<file path="config.mk">
export PLATFORM = sky130hd
export DESIGN_NAME = spectrum_bar_column_renderer_core
export DESIGN_NICKNAME = d
export VERILOG_FILES = /design/src/rtl/core/spbar_pkg.sv /design/src/rtl/core/spectrum_bar_column_renderer_core.sv
export SDC_FILE = /design/constraint.sdc
export NUM_CORES = 1
export LEC_CHECK = 0
export BUFFER_PORTS_ARGS = -buffer_cell sky130_fd_sc_hd__buf_2
export CAP_MARGIN = 20
export CORE_MARGIN = 1
export CORE_UTILIZATION = 45
export CTS_CLUSTER_SIZE = 25
export DETAILED_ROUTE_END_ITERATION = 10
export PLACE_DENSITY = 0.7
export SKIP_CTS_REPAIR_TIMING = 1
export SYNTH_ARGS = -nofsm -noshare
export SYNTH_HDL_FRONTEND = slang
export SYNTH_SLANG_ARGS = --single-unit
</file>
<file path="constraint.sdc">
create_clock -name clock -period 13 [get_ports clock]
set_clock_uncertainty 0.15 [all_clocks]
set_input_delay 2.6 -clock clock [delete_from_list [all_inputs] [get_ports clock]]
set_output_delay 2.6 -clock clock [all_outputs]
set_load 0.01 [all_outputs]
</file>
<file path="src/rtl/core/spbar_pkg.sv">
// Shared types and constants for the spectrum bar column renderer.
package spbar_pkg;

   localparam int BANDS      = 64;
   localparam int ROWS       = 40;
   localparam int BAND_W     = 6;
   localparam int MAG_W      = 16;
   localparam int COL_W      = 7;
   localparam int MASK_W     = 40;
   localparam int PEAK_W     = 14;
   localparam int HEIGHT_W   = 7;
   localparam int PROD_W     = MAG_W + HEIGHT_W;
   localparam int GAIN       = 120;
   localparam int PEAK_FALL  = 102;
   localparam int PEAK_MAX   = 16383;
   localparam int CSR_ADDR_W = 3;
   localparam int CSR_DATA_W = 32;

   // Register indexes on the CSR port (byte address = 4 * index).
   localparam logic [0:0] REG_DRAW_MODE  = 1'b0;
   localparam logic [0:0] REG_SHOW_PEAKS = 1'b1;

   // Drawing modes.
   localparam logic [1:0] MODE_BARS   = 2'd0;
   localparam logic [1:0] MODE_MIRROR = 2'd1;
   localparam logic [1:0] MODE_DOTS   = 2'd2;
   localparam logic [1:0] MODE_NONE   = 2'd3;

   typedef struct packed {
      logic [BAND_W-1:0] band_index;
      logic [MAG_W-1:0]  magnitude;
   } req_type;

   typedef struct packed {
      logic [COL_W-1:0]  column;
      logic [MASK_W-1:0] column_mask;
   } rsp_type;

endpackage

</file>
<file path="src/rtl/core/spectrum_bar_column_renderer_core.sv">
// Spectrum bar column renderer: bar height, peak hold store and column mask build.
// Requests pass the input stage, then the result register; one request per cycle is
// taken unless rsp_stall backs up the pipe. The peak store is a 64-entry RAM with one read
// and one write port, and a write-to-read bypass covers back-to-back same-band requests.
// Reset (synchronous, active high) clears both stages, the CSRs and the peak valid bits,
// so every band's peak reads as zero right after reset with no clearing pass.
module spectrum_bar_column_renderer_core (
   input  logic                                clock,
   input  logic                                reset,
   input  logic                                req_valid,
   output logic                                req_stall,
   input  spbar_pkg::req_type                  req_data,
   output logic                                rsp_valid,
   input  logic                                rsp_stall,
   output spbar_pkg::rsp_type                  rsp_data,
   input  logic                                psel,
   input  logic                                penable,
   input  logic                                pwrite,
   input  logic [spbar_pkg::CSR_ADDR_W-1:0]    paddr,
   input  logic [spbar_pkg::CSR_DATA_W-1:0]    pwdata,
   output logic [spbar_pkg::CSR_DATA_W-1:0]    prdata,
   output logic                                pready
);

   // ---------------------------------------------------------------
   // CSRs
   // ---------------------------------------------------------------
   logic [1:0] draw_mode_ff;
   logic       show_peaks_ff;
   logic       csr_write;

   assign pready    = 1'b1;
   assign csr_write = psel & penable & pwrite & pready;

   always_ff @(posedge clock) begin
      if (reset) begin
         draw_mode_ff  <= spbar_pkg::MODE_BARS;
         show_peaks_ff <= 1'b0;
      end else if (csr_write) begin
         case (paddr[2])
            spbar_pkg::REG_DRAW_MODE:  draw_mode_ff  <= pwdata[1:0];
            spbar_pkg::REG_SHOW_PEAKS: show_peaks_ff <= pwdata[0];
            default: ;
         endcase
      end
   end

   always_comb begin
      case (paddr[2])
         spbar_pkg::REG_DRAW_MODE:
            prdata = {{(spbar_pkg::CSR_DATA_W-2){1'b0}}, draw_mode_ff};
         spbar_pkg::REG_SHOW_PEAKS:
            prdata = {{(spbar_pkg::CSR_DATA_W-1){1'b0}}, show_peaks_ff};
         default:
            prdata = '0;
      endcase
   end

   // ---------------------------------------------------------------
   // Handshake: the result register frees up when empty or taken,
   // and the input stage loads whenever it is empty or moves on.
   // ---------------------------------------------------------------
   logic s1_valid_ff;
   logic rsp_valid_ff;
   logic rsp_load;
   logic req_accept;

   assign rsp_load   = ~rsp_valid_ff | ~rsp_stall;
   assign req_stall  = s1_valid_ff & ~rsp_load;
   assign req_accept = req_valid & ~req_stall;
   assign rsp_valid  = rsp_valid_ff;

   // Input stage payload
   spbar_pkg::req_type s1_req_ff;

   always_ff @(posedge clock) begin
      if (reset) begin
         s1_valid_ff <= 1'b0;
      end else if (~req_stall) begin
         s1_valid_ff <= req_valid;
      end
   end

   always_ff @(posedge clock) begin
      if (req_accept) begin
         s1_req_ff <= req_data;
      end
   end

   // ---------------------------------------------------------------
   // Peak store: RAM with registered read at request accept, one
   // valid bit per band so unwritten bands read as zero after reset.
   // ---------------------------------------------------------------
   logic [spbar_pkg::PEAK_W-1:0] peak_mem_ff [spbar_pkg::BANDS];
   logic [spbar_pkg::PEAK_W-1:0] rd_data_ff;
   logic                         rd_vld_ff;
   logic [spbar_pkg::BANDS-1:0]  peak_vld_ff;
   logic [spbar_pkg::PEAK_W-1:0] fwd_data_ff;
   logic                         fwd_hit_ff;
   logic                         peak_we;
   logic [spbar_pkg::PEAK_W-1:0] peak_new;
   logic                         band_in_range;

   // Band index is 6 bits; compare against BANDS in a wider space.
   assign band_in_range = ({1'b0, s1_req_ff.band_index} < 7'(spbar_pkg::BANDS));
   // With peaks shown, write the updated peak once, as the item leaves the input stage.
   assign peak_we = s1_valid_ff & rsp_load & show_peaks_ff & band_in_range;

   always_ff @(posedge clock) begin
      if (peak_we) begin
         peak_mem_ff[s1_req_ff.band_index] <= peak_new;
      end
      if (req_accept) begin
         rd_data_ff <= peak_mem_ff[req_data.band_index];
      end
   end

   always_ff @(posedge clock) begin
      if (reset) begin
         peak_vld_ff <= '0;
      end else if (peak_we) begin
         peak_vld_ff[s1_req_ff.band_index] <= 1'b1;
      end
   end

   // Bypass: a request accepted on the same edge as a write to its band
   // would read the stale entry, so capture the written value instead.
   always_ff @(posedge clock) begin
      if (reset) begin
         fwd_hit_ff <= 1'b0;
         rd_vld_ff  <= 1'b0;
      end else if (req_accept) begin
         fwd_hit_ff <= peak_we & (req_data.band_index == s1_req_ff.band_index);
         rd_vld_ff  <= peak_vld_ff[req_data.band_index];
      end
   end

   always_ff @(posedge clock) begin
      if (req_accept) begin
         fwd_data_ff <= peak_new;
      end
   end

   // ---------------------------------------------------------------
   // Bar height, peak update and mask build
   // ---------------------------------------------------------------
   logic [spbar_pkg::PROD_W-1:0]   product;
   logic [spbar_pkg::HEIGHT_W-1:0] height_raw;
   logic [spbar_pkg::HEIGHT_W-1:0] height;
   logic [spbar_pkg::PEAK_W-1:0]   peak_old;
   logic [spbar_pkg::PEAK_W:0]     height_q;
   logic [spbar_pkg::PEAK_W:0]     peak_sel;
   logic [spbar_pkg::PEAK_W-1:0]   peak_cur;
   logic [5:0]                     peak_int;
   logic [5:0]                     peak_row;
   logic [5:0]                     top_row;
   logic [spbar_pkg::MASK_W-1:0]   bar_mask;
   logic [spbar_pkg::MASK_W-1:0]   dot_mask;
   logic [spbar_pkg::MASK_W-1:0]   peak_mask;
   logic [spbar_pkg::MASK_W-1:0]   mask;
   logic [5:0]                     half_band;
   logic [5:0]                     col_x;
   spbar_pkg::rsp_type             rsp_in;
   spbar_pkg::rsp_type             rsp_ff;

   always_comb begin
      product    = spbar_pkg::PROD_W'(s1_req_ff.magnitude) * spbar_pkg::PROD_W'(spbar_pkg::GAIN);
      height_raw = product[spbar_pkg::PROD_W-1:spbar_pkg::MAG_W];
      // Clamp the bar to the display height.
      height     = (height_raw > spbar_pkg::HEIGHT_W'(spbar_pkg::ROWS))
                   ? spbar_pkg::HEIGHT_W'(spbar_pkg::ROWS) : height_raw;

      peak_old = fwd_hit_ff ? fwd_data_ff : (rd_vld_ff ? rd_data_ff : '0);
      height_q = {height, 8'd0};

      // Rise to a higher bar, else decay toward zero.
      if (height_q > {1'b0, peak_old}) begin
         peak_sel = height_q;
      end else if (peak_old > spbar_pkg::PEAK_W'(spbar_pkg::PEAK_FALL)) begin
         peak_sel = {1'b0, peak_old - spbar_pkg::PEAK_W'(spbar_pkg::PEAK_FALL)};
      end else begin
         peak_sel = '0;
      end
      peak_new = (peak_sel > (spbar_pkg::PEAK_W+1)'(spbar_pkg::PEAK_MAX))
                 ? spbar_pkg::PEAK_W'(spbar_pkg::PEAK_MAX) : peak_sel[spbar_pkg::PEAK_W-1:0];

      peak_cur = show_peaks_ff ? peak_new : peak_old;
      peak_int = peak_cur[spbar_pkg::PEAK_W-1:8];
      peak_row = (peak_int >= 6'(spbar_pkg::ROWS - 1)) ? 6'd0
                 : 6'(spbar_pkg::ROWS - 1) - peak_int;

      // Bar fills the bottom rows: top "height" bits of the mask.
      bar_mask  = ~({spbar_pkg::MASK_W{1'b1}} >> height);
      top_row   = 6'(spbar_pkg::ROWS) - height[5:0];
      dot_mask  = (height != '0) ? (spbar_pkg::MASK_W'(1) << top_row) : '0;
      peak_mask = spbar_pkg::MASK_W'(1) << peak_row;

      half_band = {1'b0, s1_req_ff.band_index[5:1]};
      col_x     = s1_req_ff.band_index;
      mask      = '0;
      if (band_in_range) begin
         case (draw_mode_ff)
            spbar_pkg::MODE_BARS, spbar_pkg::MODE_MIRROR: begin
               if (draw_mode_ff == spbar_pkg::MODE_MIRROR) begin
                  // Even bands grow right of center, odd bands left of it.
                  col_x = s1_req_ff.band_index[0]
                          ? 6'(spbar_pkg::BANDS / 2) - half_band - 6'd1
                          : 6'(spbar_pkg::BANDS / 2) + half_band;
               end
               mask = bar_mask | (show_peaks_ff ? peak_mask : '0);
            end
            spbar_pkg::MODE_DOTS: mask = dot_mask;
            spbar_pkg::MODE_NONE: mask = '0;
            default:              mask = '0;
         endcase
      end

      rsp_in.column      = {col_x, 1'b0};
      rsp_in.column_mask = mask;
   end

   // ---------------------------------------------------------------
   // Result register
   // ---------------------------------------------------------------
   always_ff @(posedge clock) begin
      if (reset) begin
         rsp_valid_ff <= 1'b0;
      end else if (rsp_load) begin
         rsp_valid_ff <= s1_valid_ff;
      end
   end

   always_ff @(posedge clock) begin
      if (rsp_load & s1_valid_ff) begin
         rsp_ff <= rsp_in;
      end
   end

   assign rsp_data = rsp_ff;

endmodule
</file>
==> metrics.txt <==
status finished, violations left; failing checks design-rule violations; Detail Route Antenna Nets 0; hpwl dp 59,910 um; Hold Crit Class reg2reg; Primary FF master, synth edfxtp_1; Tmin final 9.864 ns; Post-Synthesis Cells 2,346; max-slew violation count 0; vias in the first global route 22,870; leakage power 17.35 nW; Worst slew margin 23.61%; Critical Path AT 10.03 ns; Synth async-reset ratio 0%; Distinct cells, synth 80; sequential area share after synthesis 70.91%; largest net degree at the start of global routing 117; row count 114; Die Span X 314.8 um; Clock Tree Buf Depth 3; Die Ht 314.8 um; clk root buf clkbuf_16; Final period util 75.88%; total core area 96,850 um2; Die ar. 99,070 um2; Levels on crit path 30; H-tree depth 3; WL per Instance 25.45 um; setup violators final 0; final global-route overflow total 0; CP Launch Type flip-flop; Slowest-stage cell, CP o21ai_1; Buf/Inv on CP 6; initial DRC count 2,480; initial antenna violation count 2; max-cap viol count 0; Worst Reg-to-Reg Cells 30; critical path class reg2reg; RePlAce Congestion 0.8454; most frequent cells in the layout edfxtp_1, mux4_2, nor2_1; CTS tree built; WL final 98,310 um; Area growth syn-to-layout 12.57%; all-layer global routing usage 20.03%; Area contributors post-synth edfxtp_1, mux4_2, dfxtp_1, nor2_1, fa_1; Worst-Margin Slew 1.145 ns; post-synthesis register bit count 1,063; clock latency on the worst-skew pair 0.68 ns; nets 2,627; fraction of layout cells with a size suffix above 1 26.06%; worst hold stages 2; synthesized area 44,020 um2; CP endpoint kind flip-flop; P per Cell Area 163.0 nW/um2; share of the synthesized area in the top cell type 67.68%; Vias 22,610; worst path required time 13.17 ns; # fillers 7,541; DRC 31; Yosys Warn Count 0; Clock Sinks 1,063; final hold violations 0; syn avg cell area 18.76 um2; CP delay by family, top compound AO/OA/AOI/OAI gates; Placement Setup Slack 3.251 ns; CTS Buf Count 102; IO buf count 81; peak supply drop 0.1239 mV; Largest stage delay, worst path 0.85 ns; setup ws final 3.136 ns; clock-pin slew on the worst setup and hold paths 0.06 ns; hold_ws 0.3167 ns; total negative slack 0 ns; Highest Clock Rate 0.1014 GHz; Synth area leader edfxtp_1; number of flops mapped to enable cells by yosys 992; drt via density 5.852; crit path max fanout 67; unrepaired setup endpoints after global routing no; drt pass-1 iters 8; Initial Util 45.45%; io pins 146; most common cell after layout, fill and taps aside edfxtp_1; global-route wire length before repair 146,600 um
==> final timing paths <==
kind / start / slack [ns] / to
setup / recovery: s1_req_ff[13] / 3.14 / rsp_data[5]
hold / removal: peak_vld_ff[26] / 0.32 / peak_vld_ff[26]
setup reg to reg: s1_req_ff[13] / 3.14 / rsp_data[5]
hold reg to reg: peak_vld_ff[26] / 0.32 / peak_vld_ff[26]
==> cells by family (layout without fill, tap and decap cells) <==
logic type / count (synthesis) / count (layout) / share of synthesized area, %
and+or+nand+nor: 418 / 418 / 4.184
muxes: 323 / 323 / 16.30
xor gates and xnor gates: 25 / 25 / 0.4975
DFF: 1063 / 1063 / 70.91
other: 2 / 33 / 0.01706
AOI/OAI and AO/OA: 232 / 232 / 3.616
buffers and inverters: 221 / 431 / 2.237
adders and majority gates: 62 / 62 / 2.240
==> state kept, by name, summed over array words and instances (netlist names) <==
name,count
peak_mem_ff,896
peak_vld_ff,64
rsp_data,46
s1_req_ff,17
fwd_data_ff,14
rd_data_ff,14
half_band,5
draw_mode_ff,2
fwd_hit_ff,1
rd_vld_ff,1
rsp_valid,1
s1_valid_ff,1
show_peaks_ff,1
==> power by group <==
part	internal [W]	switching, W
clock	0.00158	0.00123
sequential	0.00406	0.0000197
combinational	0.000340	0.000851
total	0.00598	0.00210
==> through the flow <==
stage	std cells	instance area [um2]	util, %	power [W]
after floorplan	2376	44130	-	0.004903
after global placement	3663	46160	47.66	0.005284
after detailed placement	3664	46190	47.69	0.005329
after CTS	3853	49390	50.99	0.008124
after global routing	3863	49550	51.16	0.008371
final	3863	49550	51.16	0.008077
==> layout make-up <==
type | count | area (um2) | share of cell area [%]
repair buffers | 165 | 1184 | 2.389
inverters | 77 | 291.5 | 0.5884
clock buffers | 150 | 2875 | 5.803
flip-flops and latches | 1063 | 31210 | 62.99
diodes | 1 | 2.502 | 0.005050
multi-input cells | 1092 | 12070 | 24.35
clock inverters | 39 | 325.3 | 0.6565
well taps | 1276 | 1597 | 3.222
==> Yosys cell counts (all sizes together) (4+ instances only) <==
master	instances
o22ai	8
inv	75
clkbuf	74
and2	16
nor2	246
xnor2	22
o31ai	5
edfxtp	992
a31oi	7
a22oi	20
a21oi	52
mux4	315
nor4	4
o21ai	64
or3	5
nand2b	11
or2	5
o21a	5
fa	28
mux2i	7
buf	70
a211oi	6
nand3	24
nand2	59
o221ai	13
nand4	11
a32oi	4
o211ai	7
nor3	17
nand3b	8
dfxtp	71
a21o	9
ha	34
==> worst register-to-register path, delay by kind of cell (launching register included) <==
kind,cells,cell delay [ns]
compound gates,12,3.69
fa+ha+maj,5,2.04
buf+inv,6,1.54
simple gates,6,1.48
flops,1,0.45
mux,1,0.20
==> layer usage <==
layer  vias up  share of wire, %  track usage, %
met5         -                 0               0
met4         0               2.8           5.958
met3       176               6.9           3.131
met2       917                49           32.84
met1     11830                41           27.78
li1       9687                 -               -
Power figures use the tool's default switching activity.
